--- src/rtl/rc4_stream_cipher_top_defines.svh ---
// Assertion macros shared by the RC4 stream cipher RTL.
`ifndef RC4_STREAM_CIPHER_TOP_DEFINES_SVH
`define RC4_STREAM_CIPHER_TOP_DEFINES_SVH

`ifndef SYNTHESIS
// Clocked check, disabled while reset is low.
`define RC4SC_ASSERT(lbl, clk, rst_n, prop) \
    lbl: assert property (@(posedge clk) disable iff (!rst_n) prop) \
        else $error("rc4sc check failed");
// Clocked check that also holds during reset.
`define RC4SC_ASSERT_ALWAYS(lbl, clk, prop) \
    lbl: assert property (@(posedge clk) prop) \
        else $error("rc4sc check failed");
`else
`define RC4SC_ASSERT(lbl, clk, rst_n, prop)
`define RC4SC_ASSERT_ALWAYS(lbl, clk, prop)
`endif

`endif

--- src/rtl/rc4sc_pkg.sv ---
// Types and constants shared by the RC4 stream cipher modules.
`default_nettype none

package rc4sc_pkg;

    localparam int unsigned PERM_W     = 8;
    localparam int unsigned PERM_SIZE  = 256;
    localparam int unsigned CFG_IDX_W  = 3;
    localparam int unsigned CFG_DATA_W = 64;
    localparam int unsigned KEY_LEN_W  = 6;
    localparam int unsigned KEY_WORDS  = 4;

    // Register indexes on the configuration port
    localparam logic [CFG_IDX_W-1:0] CFG_KEY_LEN = 3'd0;
    localparam logic [CFG_IDX_W-1:0] CFG_KEY_W0  = 3'd1;

    localparam logic [KEY_LEN_W-1:0] KEY_LEN_RESET = 6'd31;
    localparam logic [PERM_W-1:0]    PERM_LAST     = 8'd255;

    typedef enum logic [2:0] {
        S_IDLE,
        S_INIT,
        S_RD_X,
        S_RD_J,
        S_SWAP
    } t_state;

    typedef struct packed {
        logic              en;
        logic [PERM_W-1:0] addr;
        logic [PERM_W-1:0] data;
    } t_mem_wr;

endpackage

`default_nettype wire

--- src/rtl/rc4sc_perm_mem.sv ---
// 256 x 8 permutation memory: one write port, one registered read port.
`default_nettype none

module rc4sc_perm_mem (
    input  wire logic                        i_clk,
    input  wire rc4sc_pkg::t_mem_wr          i_wr,
    input  wire logic                        i_rd_en,
    input  wire logic [rc4sc_pkg::PERM_W-1:0] i_rd_addr,
    output logic      [rc4sc_pkg::PERM_W-1:0] o_rd_data
);
    import rc4sc_pkg::*;

    logic [PERM_W-1:0] r_mem [PERM_SIZE];
    logic [PERM_W-1:0] r_rd_data;

    always_ff @(posedge i_clk) begin
        if (i_wr.en) begin
            r_mem[i_wr.addr] <= i_wr.data;
        end
    end

    // read-first: a same-cycle write is not seen
    always_ff @(posedge i_clk) begin
        if (i_rd_en) begin
            r_rd_data <= r_mem[i_rd_addr];
        end
    end

    assign o_rd_data = r_rd_data;

endmodule

`default_nettype wire

--- src/rtl/rc4sc_key_regs.sv ---
// Key registers, effective key length and the key byte index counter.
`default_nettype none

module rc4sc_key_regs #(
    parameter int unsigned MAX_KEY_BYTES = 32
) (
    input  wire logic                            i_clk,
    input  wire logic                            i_rst_n,
    input  wire logic                            i_cfg_wr,
    input  wire logic [rc4sc_pkg::CFG_IDX_W-1:0]  i_cfg_index,
    input  wire logic [rc4sc_pkg::CFG_DATA_W-1:0] i_cfg_data,
    input  wire logic                            i_kidx_clr,
    input  wire logic                            i_kidx_adv,
    output logic      [rc4sc_pkg::PERM_W-1:0]     o_key_byte
);
    import rc4sc_pkg::*;

    // bytes the key words can reach, limited by the parameter
    localparam int unsigned KEY_STORE = (MAX_KEY_BYTES < KEY_WORDS * 8) ?
                                        MAX_KEY_BYTES : KEY_WORDS * 8;
    localparam int unsigned IDX_W     = (KEY_STORE > 1) ? $clog2(KEY_STORE) : 1;
    localparam int unsigned LEN_CAP   = (MAX_KEY_BYTES < 63) ? MAX_KEY_BYTES : 63;

    logic [KEY_LEN_W-1:0] r_key_len;
    logic [PERM_W-1:0]    r_key [KEY_STORE];
    logic [KEY_LEN_W-1:0] r_kidx;
    logic [KEY_LEN_W-1:0] n_kidx;
    logic [KEY_LEN_W-1:0] len_nz;
    logic [KEY_LEN_W-1:0] len_eff;
    logic [KEY_LEN_W-1:0] len_m1;

    always_ff @(posedge i_clk) begin
        if (!i_rst_n) begin
            r_key_len <= KEY_LEN_RESET;
        end else if (i_cfg_wr && (i_cfg_index == CFG_KEY_LEN)) begin
            r_key_len <= i_cfg_data[KEY_LEN_W-1:0];
        end
    end

    for (genvar p = 0; p < KEY_STORE; p++) begin : g_key
        always_ff @(posedge i_clk) begin
            if (!i_rst_n) begin
                r_key[p] <= '0;
            end else if (i_cfg_wr &&
                         (i_cfg_index == CFG_KEY_W0 + CFG_IDX_W'(p / 8))) begin
                r_key[p] <= i_cfg_data[8 * (p % 8) +: 8];
            end
        end
    end

    // zero length acts as one, long lengths clamp to the parameter
    always_comb begin
        len_nz  = (r_key_len == '0) ? KEY_LEN_W'(1) : r_key_len;
        len_eff = (len_nz > KEY_LEN_W'(LEN_CAP)) ? KEY_LEN_W'(LEN_CAP) : len_nz;
        len_m1  = len_eff - KEY_LEN_W'(1);
    end

    always_comb begin
        n_kidx = r_kidx;
        if (i_kidx_clr) begin
            n_kidx = '0;
        end else if (i_kidx_adv) begin
            n_kidx = (r_kidx >= len_m1) ? '0 : r_kidx + KEY_LEN_W'(1);
        end
    end

    always_ff @(posedge i_clk) begin
        if (!i_rst_n) begin
            r_kidx <= '0;
        end else begin
            r_kidx <= n_kidx;
        end
    end

    assign o_key_byte = ({1'b0, r_kidx} < (KEY_LEN_W + 1)'(KEY_STORE)) ?
                        r_key[r_kidx[IDX_W-1:0]] : '0;

endmodule

`default_nettype wire

--- src/rtl/rc4_stream_cipher_top.sv ---
// RC4 stream cipher: key schedule and keystream XOR over a byte stream.
//
// Channel   Dir  Handshake                  Payload
// s_axis    in   tvalid/tready              tdata = data_in, tuser = first_of_message
// m_axis    out  tvalid/tready              tdata = data_out
// cfg       in   cfg_valid/cfg_ready        cfg_index, cfg_data (64 bits)
//
// A keyed byte steps through S_RD_X (read S[i]), S_RD_J (read S[j]) and S_SWAP
// (write S[i] and read S[S[i]+S[j]]); S[j] is written back later, when the write port is idle.
// The single write port of the permutation memory sets this pace.
// A message start (or any byte before the first start) adds a key schedule:
// S_INIT fills S with the identity, then 256 swaps run through the same states.
// Reset clears control state only; the permutation memory is rebuilt by the
// key schedule. A stalled output holds the block in the swap cycle.
`default_nettype none

`include "rc4_stream_cipher_top_defines.svh"

module rc4_stream_cipher_top #(
    parameter int unsigned MAX_KEY_BYTES = 32
) (
    input  wire logic                            i_clk,
    input  wire logic                            i_rst_n,
    // input stream
    input  wire logic                            i_s_axis_tvalid,
    output logic                                 o_s_axis_tready,
    input  wire logic [7:0]                      i_s_axis_tdata,   // [7:0] data_in
    input  wire logic [0:0]                      i_s_axis_tuser,   // [0] first_of_message
    // output stream
    output logic                                 o_m_axis_tvalid,
    input  wire logic                            i_m_axis_tready,
    output logic      [7:0]                      o_m_axis_tdata,   // [7:0] data_out
    // configuration writes
    input  wire logic                            i_cfg_valid,
    output logic                                 o_cfg_ready,
    input  wire logic [rc4sc_pkg::CFG_IDX_W-1:0]  i_cfg_index,
    input  wire logic [rc4sc_pkg::CFG_DATA_W-1:0] i_cfg_data
);
    import rc4sc_pkg::*;

    t_state r_state, n_state;

    logic [PERM_W-1:0] r_x, n_x;        // i during bytes, k during key schedule
    logic [PERM_W-1:0] r_j, n_j;
    logic [PERM_W-1:0] r_sx, n_sx;      // S[x] before the swap
    logic              r_fx, n_fx;      // S[x] read collided with pending write
    logic [PERM_W-1:0] r_fxd, n_fxd;
    logic              r_pend, n_pend;  // deferred write of S[j]
    logic [PERM_W-1:0] r_pa, n_pa;
    logic [PERM_W-1:0] r_pd, n_pd;
    logic              r_ksa, n_ksa;    // key schedule swaps in progress
    logic              r_keyed, n_keyed;
    logic [7:0]        r_din, n_din;    // byte in work
    logic [7:0]        r_xdin, n_xdin;  // byte waiting for its keystream
    logic              r_ks_pend, n_ks_pend;
    logic              r_ks_fwd, n_ks_fwd;
    logic [PERM_W-1:0] r_ks_fd, n_ks_fd;
    logic              r_ovalid, n_ovalid;
    logic [7:0]        r_odata, n_odata;

    t_mem_wr           mem_wr;
    logic              mem_rd_en;
    logic [PERM_W-1:0] mem_rd_addr;
    logic [PERM_W-1:0] mem_rd_data;
    logic [PERM_W-1:0] key_byte;
    logic              kidx_clr;
    logic              kidx_adv;
    logic              s_ready;
    logic              s_accept;
    logic              out_free;
    logic [PERM_W-1:0] addr_x;
    logic [PERM_W-1:0] sx;
    logic [PERM_W-1:0] kadd;
    logic [PERM_W-1:0] ks_addr;

    rc4sc_key_regs #(
        .MAX_KEY_BYTES (MAX_KEY_BYTES)
    ) u_key_regs (
        .i_clk       (i_clk),
        .i_rst_n     (i_rst_n),
        .i_cfg_wr    (i_cfg_valid),
        .i_cfg_index (i_cfg_index),
        .i_cfg_data  (i_cfg_data),
        .i_kidx_clr  (kidx_clr),
        .i_kidx_adv  (kidx_adv),
        .o_key_byte  (key_byte)
    );

    rc4sc_perm_mem u_perm_mem (
        .i_clk     (i_clk),
        .i_wr      (mem_wr),
        .i_rd_en   (mem_rd_en),
        .i_rd_addr (mem_rd_addr),
        .o_rd_data (mem_rd_data)
    );

    assign o_cfg_ready = 1'b1;
    assign s_accept    = i_s_axis_tvalid && s_ready;
    // output register is free for a keystream byte landing next cycle
    assign out_free    = !r_ovalid || i_m_axis_tready;

    always_ff @(posedge i_clk) begin
        if (!i_rst_n) begin
            r_state   <= S_IDLE;
            r_pend    <= 1'b0;
            r_ksa     <= 1'b0;
            r_keyed   <= 1'b0;
            r_ks_pend <= 1'b0;
            r_ovalid  <= 1'b0;
            r_x       <= '0;
            r_j       <= '0;
        end else begin
            r_state   <= n_state;
            r_pend    <= n_pend;
            r_ksa     <= n_ksa;
            r_keyed   <= n_keyed;
            r_ks_pend <= n_ks_pend;
            r_ovalid  <= n_ovalid;
            r_x       <= n_x;
            r_j       <= n_j;
        end
    end

    always_ff @(posedge i_clk) begin
        r_sx     <= n_sx;
        r_fx     <= n_fx;
        r_fxd    <= n_fxd;
        r_pa     <= n_pa;
        r_pd     <= n_pd;
        r_din    <= n_din;
        r_xdin   <= n_xdin;
        r_ks_fwd <= n_ks_fwd;
        r_ks_fd  <= n_ks_fd;
        r_odata  <= n_odata;
    end

    always_comb begin
        n_state   = r_state;
        n_x       = r_x;
        n_j       = r_j;
        n_sx      = r_sx;
        n_fx      = r_fx;
        n_fxd     = r_fxd;
        n_pend    = r_pend;
        n_pa      = r_pa;
        n_pd      = r_pd;
        n_ksa     = r_ksa;
        n_keyed   = r_keyed;
        n_din     = r_din;
        n_xdin    = r_xdin;
        n_ks_pend = 1'b0;
        n_ks_fwd  = r_ks_fwd;
        n_ks_fd   = r_ks_fd;
        n_ovalid  = r_ovalid && !i_m_axis_tready;
        n_odata   = r_odata;
        mem_wr    = '0;
        mem_rd_en = 1'b0;
        mem_rd_addr = r_x;
        kidx_clr  = 1'b0;
        kidx_adv  = 1'b0;
        s_ready   = 1'b0;
        addr_x    = r_ksa ? r_x : r_x + PERM_W'(1);
        sx        = r_fx ? r_fxd : mem_rd_data;
        kadd      = r_ksa ? key_byte : '0;
        ks_addr   = r_sx + mem_rd_data;

        // keystream byte of the previous swap arrives now
        if (r_ks_pend) begin
            n_ovalid = 1'b1;
            n_odata  = r_xdin ^ (r_ks_fwd ? r_ks_fd : mem_rd_data);
        end

        // deferred S[j] write goes out whenever the write port is idle
        if (r_pend && (r_state == S_IDLE || r_state == S_RD_X || r_state == S_RD_J)) begin
            mem_wr = '{en: 1'b1, addr: r_pa, data: r_pd};
            n_pend = 1'b0;
        end

        case (r_state)
            S_IDLE: begin
                s_ready = 1'b1;
            end
            S_INIT: begin
                mem_wr = '{en: 1'b1, addr: r_x, data: r_x};
                n_x    = r_x + PERM_W'(1);
                if (r_x == PERM_LAST) begin
                    n_ksa   = 1'b1;
                    n_j     = '0;
                    n_state = S_RD_X;
                end
            end
            S_RD_X: begin
                mem_rd_en   = 1'b1;
                mem_rd_addr = addr_x;
                n_fx        = r_pend && (r_pa == addr_x);
                n_fxd       = r_pd;
                n_x         = addr_x;
                n_state     = S_RD_J;
            end
            S_RD_J: begin
                n_sx        = sx;
                n_j         = r_j + sx + kadd;
                mem_rd_en   = 1'b1;
                mem_rd_addr = r_j + sx + kadd;
                n_state     = S_SWAP;
            end
            S_SWAP: begin
                if (r_ksa) begin
                    mem_wr   = '{en: 1'b1, addr: r_x, data: mem_rd_data};
                    n_pend   = 1'b1;
                    n_pa     = r_j;
                    n_pd     = r_sx;
                    kidx_adv = 1'b1;
                    n_state  = S_RD_X;
                    if (r_x == PERM_LAST) begin
                        n_ksa   = 1'b0;
                        n_keyed = 1'b1;
                        n_x     = '0;
                        n_j     = '0;
                    end else begin
                        n_x = r_x + PERM_W'(1);
                    end
                end else if (out_free) begin
                    mem_wr      = '{en: 1'b1, addr: r_x, data: mem_rd_data};
                    n_pend      = 1'b1;
                    n_pa        = r_j;
                    n_pd        = r_sx;
                    // keystream read, forwarding the two swapped entries
                    mem_rd_en   = 1'b1;
                    mem_rd_addr = ks_addr;
                    n_ks_fwd    = (ks_addr == r_x) || (ks_addr == r_j);
                    n_ks_fd     = (ks_addr == r_x) ? mem_rd_data : r_sx;
                    n_ks_pend   = 1'b1;
                    n_xdin      = r_din;
                    s_ready     = 1'b1;
                    n_state     = S_IDLE;
                end
            end
            default: begin
                n_state = S_IDLE;
            end
        endcase

        // new byte: key schedule first on a message start or when never keyed
        if (s_accept) begin
            n_din = i_s_axis_tdata;
            if (i_s_axis_tuser[0] || !r_keyed) begin
                n_state  = S_INIT;
                n_x      = '0;
                n_pend   = 1'b0;
                kidx_clr = 1'b1;
            end else begin
                n_state = S_RD_X;
            end
        end
    end

    assign o_s_axis_tready = s_ready;
    assign o_m_axis_tvalid = r_ovalid;
    assign o_m_axis_tdata  = r_odata;

    // a keystream byte never lands on an output still waiting for transfer
    `RC4SC_ASSERT(a_out_free, i_clk, i_rst_n, r_ks_pend |-> !r_ovalid)
    // the deferred write has always drained before the next swap
    `RC4SC_ASSERT(a_swap_no_pend, i_clk, i_rst_n, (r_state == S_SWAP) |-> !r_pend)
    // the identity fill never races a deferred write
    `RC4SC_ASSERT(a_init_no_pend, i_clk, i_rst_n, (r_state == S_INIT) |-> !r_pend)
    // a byte taken in the swap cycle still delivers the finished result
    `RC4SC_ASSERT(a_swap_result, i_clk, i_rst_n,
        (s_accept && r_state == S_SWAP) |=> r_ks_pend)
    // an output stall parks the block in the swap cycle
    `RC4SC_ASSERT(a_stall_hold, i_clk, i_rst_n,
        (r_state == S_SWAP && !r_ksa && !out_free) |=> (r_state == S_SWAP))

endmodule

`default_nettype wire
--- config.mk ---
export PLATFORM = sky130hd
export DESIGN_NAME = rc4_stream_cipher_top
export DESIGN_NICKNAME = d
export VERILOG_FILES = /design/src/rtl/rc4sc_pkg.sv /design/src/rtl/rc4sc_perm_mem.sv /design/src/rtl/rc4sc_key_regs.sv /design/src/rtl/rc4_stream_cipher_top.sv
export VERILOG_INCLUDE_DIRS = /design/src /design/src/rtl
export SDC_FILE = /design/constraint.sdc
export NUM_CORES = 2
export LEC_CHECK = 0
export BUFFER_PORTS_ARGS = -buffer_cell sky130_fd_sc_hd__clkbuf_2
export CAP_MARGIN = 20
export CORE_UTILIZATION = 57
export DETAILED_ROUTE_END_ITERATION = 12
export MAX_ROUTING_LAYER = met4
export PLACE_DENSITY = 0.76
export SLEW_MARGIN = 0
export SYNTH_ARGS = -nofsm -noshare
export SYNTH_HDL_FRONTEND = slang
export SYNTH_SLANG_ARGS = --single-unit
--- constraint.sdc ---
create_clock -name i_clk -period 6.6 [get_ports i_clk]
set_input_delay 0.66 -clock i_clk [delete_from_list [all_inputs] [get_ports i_clk]]
set_output_delay 0.66 -clock i_clk [all_outputs]
set_load 0.005 [all_outputs]
== Word-level counts from Yosys, hierarchy flattened ==
Memories as Yosys holds them, arrays and structs flattened. A register that Yosys moved wholly into a read port is not among the register bits.
Index checks and enable logic that the tools add are counted.

* Register bits after elaboration: 102
* Latch bits: 0
* RAM bits: 2,304
* ROM bits: 0
* Output and inout bits: 11
* Logic and storage cells: 217
* Memories kept: 2

{| class="wikitable"
|+ Memories
! memory !! words !! width !! rd ports !! clocked after memory_dff !! write ports !! line !! RTL
|-
| u_perm_mem.r_mem || 256 || 8 || 1 || 1 || 1 || rc4sc_perm_mem.sv:13 || <nowiki>logic [PERM_W-1:0] r_mem [PERM_SIZE];</nowiki>
|-
| u_key_regs.r_key || 32 || 8 || 1 || 1 || 32 || rc4sc_key_regs.sv:25 || <nowiki>logic [PERM_W-1:0] r_key [KEY_STORE];</nowiki>
|}

* $add $sub $neg: 6
* Multipliers: 0
* Divide/modulo/power cells: 0
* $lt $le $gt $ge: 3
* Eq/ne operators: 17
* Shift operators: 0
* Mux-type cells: 102
* Bitwise gates (word level): 35
* Reductions and logical operators: 32

{| class="wikitable"
|+ Operators by type and width
! cell !! number
|-
| $mux 8 || 50
|-
| $pmux 8 s3 || 3
|-
| $mux 17 || 3
|-
| $pmux 17 s2 || 1
|-
| $or 1x1->1 || 32
|-
| $mux 1 || 31
|-
| $add 8x8->8 || 3
|-
| $eq 8x8->1 || 3
|-
| $mux 6 || 3
|-
| $pmux 3 s5 || 1
|-
| $eq 3x2->1 const B || 4
|-
| $mux 3 || 4
|-
| $mux 5 || 2
|-
| $logic_and 1x1->1 || 9
|-
| $reduce_and 3->1 || 3
|-
| $add 8x1->8 const B || 1
|-
| $eq 8x8->1 const B || 1
|-
| $reduce_and 2->1 || 4
|-
| $xor 8x8->8 || 1
|-
| $add 6x1->6 const B || 1
|-
| $eq 3x1->1 const B || 2
|-
| $eq 3x3->1 const B || 2
|-
| $ge 6x6->1 || 1
|-
| $gt 6x6->1 const B || 1
|-
| other kinds (15) || 29
|}

== Depth between registers and ports, before layout ==
* Word-level depth: 10
* Depth in mapped cells: 25
* Depth with buffers taken out: 19

== Cells and area by module ==
A second synthesis with hierarchy kept.

* Cell total of the unflattened synthesis: 4,974
* Area, all modules: 97,093.1 µm²

{| class="wikitable"
|+ By module, submodules not included
! module !! instances !! cells each !! area an instance (µm²)
|-
| rc4sc_perm_mem || 1 || 3,733 || 79,636.4
|-
| rc4sc_key_regs || 1 || 789 || 12,416.9
|-
| rc4_stream_cipher_top || 1 || 452 || 5,039.8
|}

== Least setup slack after synthesis ==
OpenSTA, ideal clock, no wires.

* Path kind: reg2reg
* From: reg (tool-made name)
* To: reg u_perm_mem.r_rd_data[6], in the netlist u_perm_mem.o_rd_data[6] (read register of u_perm_mem.r_mem) (data pin)
* Setup time: 0.272 ns
* Arrival: 5.871 ns
* Slack: 0.457 ns
* Stages on the path, launching flop included: 23
* Clock period less this slack: 6.143 ns
* Path through: dfxtp_1 > buf_6 > buf_1 > buf_1 > mux4_2 > mux4_2 > mux2i_1 > nor2_1 > fa_1 > inv_1 > fa_1 > xnor2_1 > nor2_1 > o311a_1 > a311o_1 > buf_2 > buf_6 > buf_2 > a311oi_1 > a21oi_1 > nand4_1 > a21oi_1 > or4_1

{| class="wikitable"
|+ RTL lines
! element !! line !! RTL
|-
| end: declaration || rc4sc_perm_mem.sv:14 || <nowiki>logic [PERM_W-1:0] r_rd_data;</nowiki>
|}

==> metrics <==
Cells on Worst Hold Path=2; Die Footprint=178000 µm²; Main synth FF type=edfxtp_1; Slew @ Worst Pin=1.287 ns; maximum VDD drop=0.2646 mV; maximum root-to-sink buffer count=3; chip height=~420 µm; fraction of final layout cells with drive strength greater than 1=roughly 14%; Max stage delay on crit path=0.59 ns; Setup WS post-layout=between 0.002 and 0.003 ns; Sw Pwr=9855 µW; static leakage=about 0.038 µW; worst-path fanout max=48; critical path required time=roughly 7.2 ns; vias post-DR=between 60000 and 70000; critical path, cell by cell=buf_4 -> buf_12 -> mux4_2 -> mux4_2 -> mux2i_2 -> nor2_1 -> fa_1 -> inv_1 -> fa_1 -> o22ai_1 -> nor2_4 -> buf_12 -> buf_12 -> a221oi_1 -> o21ai_0 -> nand4_1 -> nor2_1 -> nor3_1 -> or4_1; fin nets=about 7500; pre-CTS worst setup slack=-0.6242 ns; Avg WL per Cell=30.83 µm; Largest Register=u_perm_mem.r_mem; #FFs+latches synth=2419; number of enable flip-flop cells after synthesis=~2400; Post-synth ARST share=0%; post-layout minimum cycle time=about 6.6 ns; Startpoint Class=flop; Regs by FF count=u_perm_mem.r_mem (2048), u_key_regs.r_key (256); htree depth=4; CP Buf/Inv Count=5; commonest non-fill, non-tap cell in the layout=edfxtp_1; combinational fraction of design power=around 16%; slew margin rel.=13.96%; Total Wirelength=307100 µm; Post-DRT Antenna Nets=0; # DRC=0; die width=between 400 and 500 µm; vias in the first global route=63530; # port buffers=90; sequential area share after synthesis=71.88%; reg2reg path depth=19; CTS sink count=2419; first-pass GRT wire length=439800 µm; Synth warnings=0; largest net degree at the start of global routing=about 170; synthesized area=roughly 100000 µm²; number of buffers created by CTS=233; Clock power frac=36.2%; area grow syn2layout=12.93%; status=completed; fin crit share=99.96%; CTS Root Cell=clkbuf_16; slowest stage cell, crit path=fa_1; Sw Share=between 20% and 30%; Seq pwr share=47.7%; io pins=between 90 and 100; TritonRoute pass-1 iters=9; clk_lat worst skew=approximately 0.9 ns; endpoint class of the critical path=flop; Clock Skew=0.04383 ns; Setup violations, final=0; Power Dens Cells=314.5 nW/µm²; MaxCap Viol Count=0; count of cell types in the netlist=97; final hold viol count=0; initial antenna violation count=14; number of cells on the critical path=19; Post-Synthesis Cells=7101; gr usage total=34.96%; synthesized area per cell=approximately 14 µm²; Core ar.=174400 µm²; CTS tree=built; Fmax achieved=between 0.15 and 0.2 GHz; Max Slew Vio Count=0; Setup CP Type=reg2reg; Reg clk slew, reported paths=0.06 ns; max reg flops=2048; CP top delay family=simple AND/OR/NAND/NOR gates; Placed Area=approximately 110000 µm²; Post-Layout Inst Area=113500 µm²; hold crit path type=in2reg; initial core utilization=57.62%; std cell rows=around 150; most frequent cells in the layout=edfxtp_1, nand2_1, nand3_1; via/cell ratio=6.669; initial DRC count=10290; routability cong.=1.017; cell-internal power=25830 µW; worst path arrival time=7.24 ns; HPWL after DPL=190400 µm; Worst path most repeated cell=buf_12; GRT overflow=0
## worst paths after layout
check	startpoint	to	slack, ns
setup reg to reg	flop	u_perm_mem.o_rd_data[6]	0.003
hold reg to reg	r_din[0]	r_xdin[0]	0.42
hold / removal	i_cfg_data[51]	u_key_regs.r_key[30][3]	0.07
setup / recovery	flop	u_perm_mem.o_rd_data[6]	0.003
## Yosys cell counts (74+ instances only)
cell type,n,share of area [%]
a31oi_1,156,0.97
nor2_1,380,1.4
inv_1,103,0.38
a211oi_1,128,0.96
nand2_1,1240,4.6
a21oi_1,244,1.2
mux4_2,110,2.5
buf_4,97,0.72
a221oi_1,124,1.1
o21ai_0,74,0.37
mux2i_1,301,3.0
clkbuf_1,136,0.51
nand3_1,473,2.4
buf_2,190,0.95
and2_1,257,1.6
edfxtp_1,2378,71
## routing by layer
layer	global-route usage (%)	vias up	wire length, µm
met3	8.598	1022	38960
met5	-	-	0
li1	-	27540	-
met2	51.19	5033	139600
met1	44.54	32820	107900
met4	20.52	0	20620
## power by group through the flow
stage | Clock (µW) | Combinational, µW | Sequential, µW
6_report | 12900 | 5750 | 17000
5_1_grt | 13500 | 5940 | 17000
4_1_cts | 12900 | 5490 | 17000
3_5_place_dp | 0 | 5430 | 17300
3_3_place_gp | 0 | 5350 | 17300
2_1_floorplan | 0 | 3240 | 17300
## stage by stage
step	setup TNS (ns)	hold WS, ns	instances	utilization, %	power (µW)
floorplan	0	0.4003	7102	-	20550
global placement	-2.325	0.4004	9447	60.43	22700
detailed placement	-2.633	0.4081	9448	60.44	22780
CTS	0	0.02346	9904	64.76	35420
global route	-0.02747	0.05959	9944	65.04	36440
finish	0	0.06885	9959	65.07	35690
## logic make-up (layout without fill, tap and decap cells)
kind of cell | after synthesis | after routing | synth area share, %
xor+xnor | 54 | 54 | 0.4856
simple gates | 2542 | 2543 | 11.25
buf+inv | 587 | 1094 | 3.055
compound gates | 1038 | 1038 | 7.205
fa+ha+maj | 31 | 31 | 0.4533
other cells | 1 | 26 | 0.003732
mux | 429 | 429 | 5.666
flops | 2419 | 2419 | 71.88
## area by class of cell
class	count	area [µm²]
well taps	2325	2909
clock buffers	282	6067
repair buffers	547	4955
flip-flops and latches	2419	72230
clock inverters	160	1284
diodes	24	60.06
multi-input cells	4097	25510
inverters	105	454.2
fillers	11950	60920
## what timing repair did
item	in CTS	in global routing
setup buffers	5	24
cloned	1	3
setup endpoints to repair	8	8
hold endpoints to repair	8	0
gates resized for setup	9	37
hold buffers	8	0
pin swaps	4	9
No activity file was read; power rests on OpenSTA's default activity.
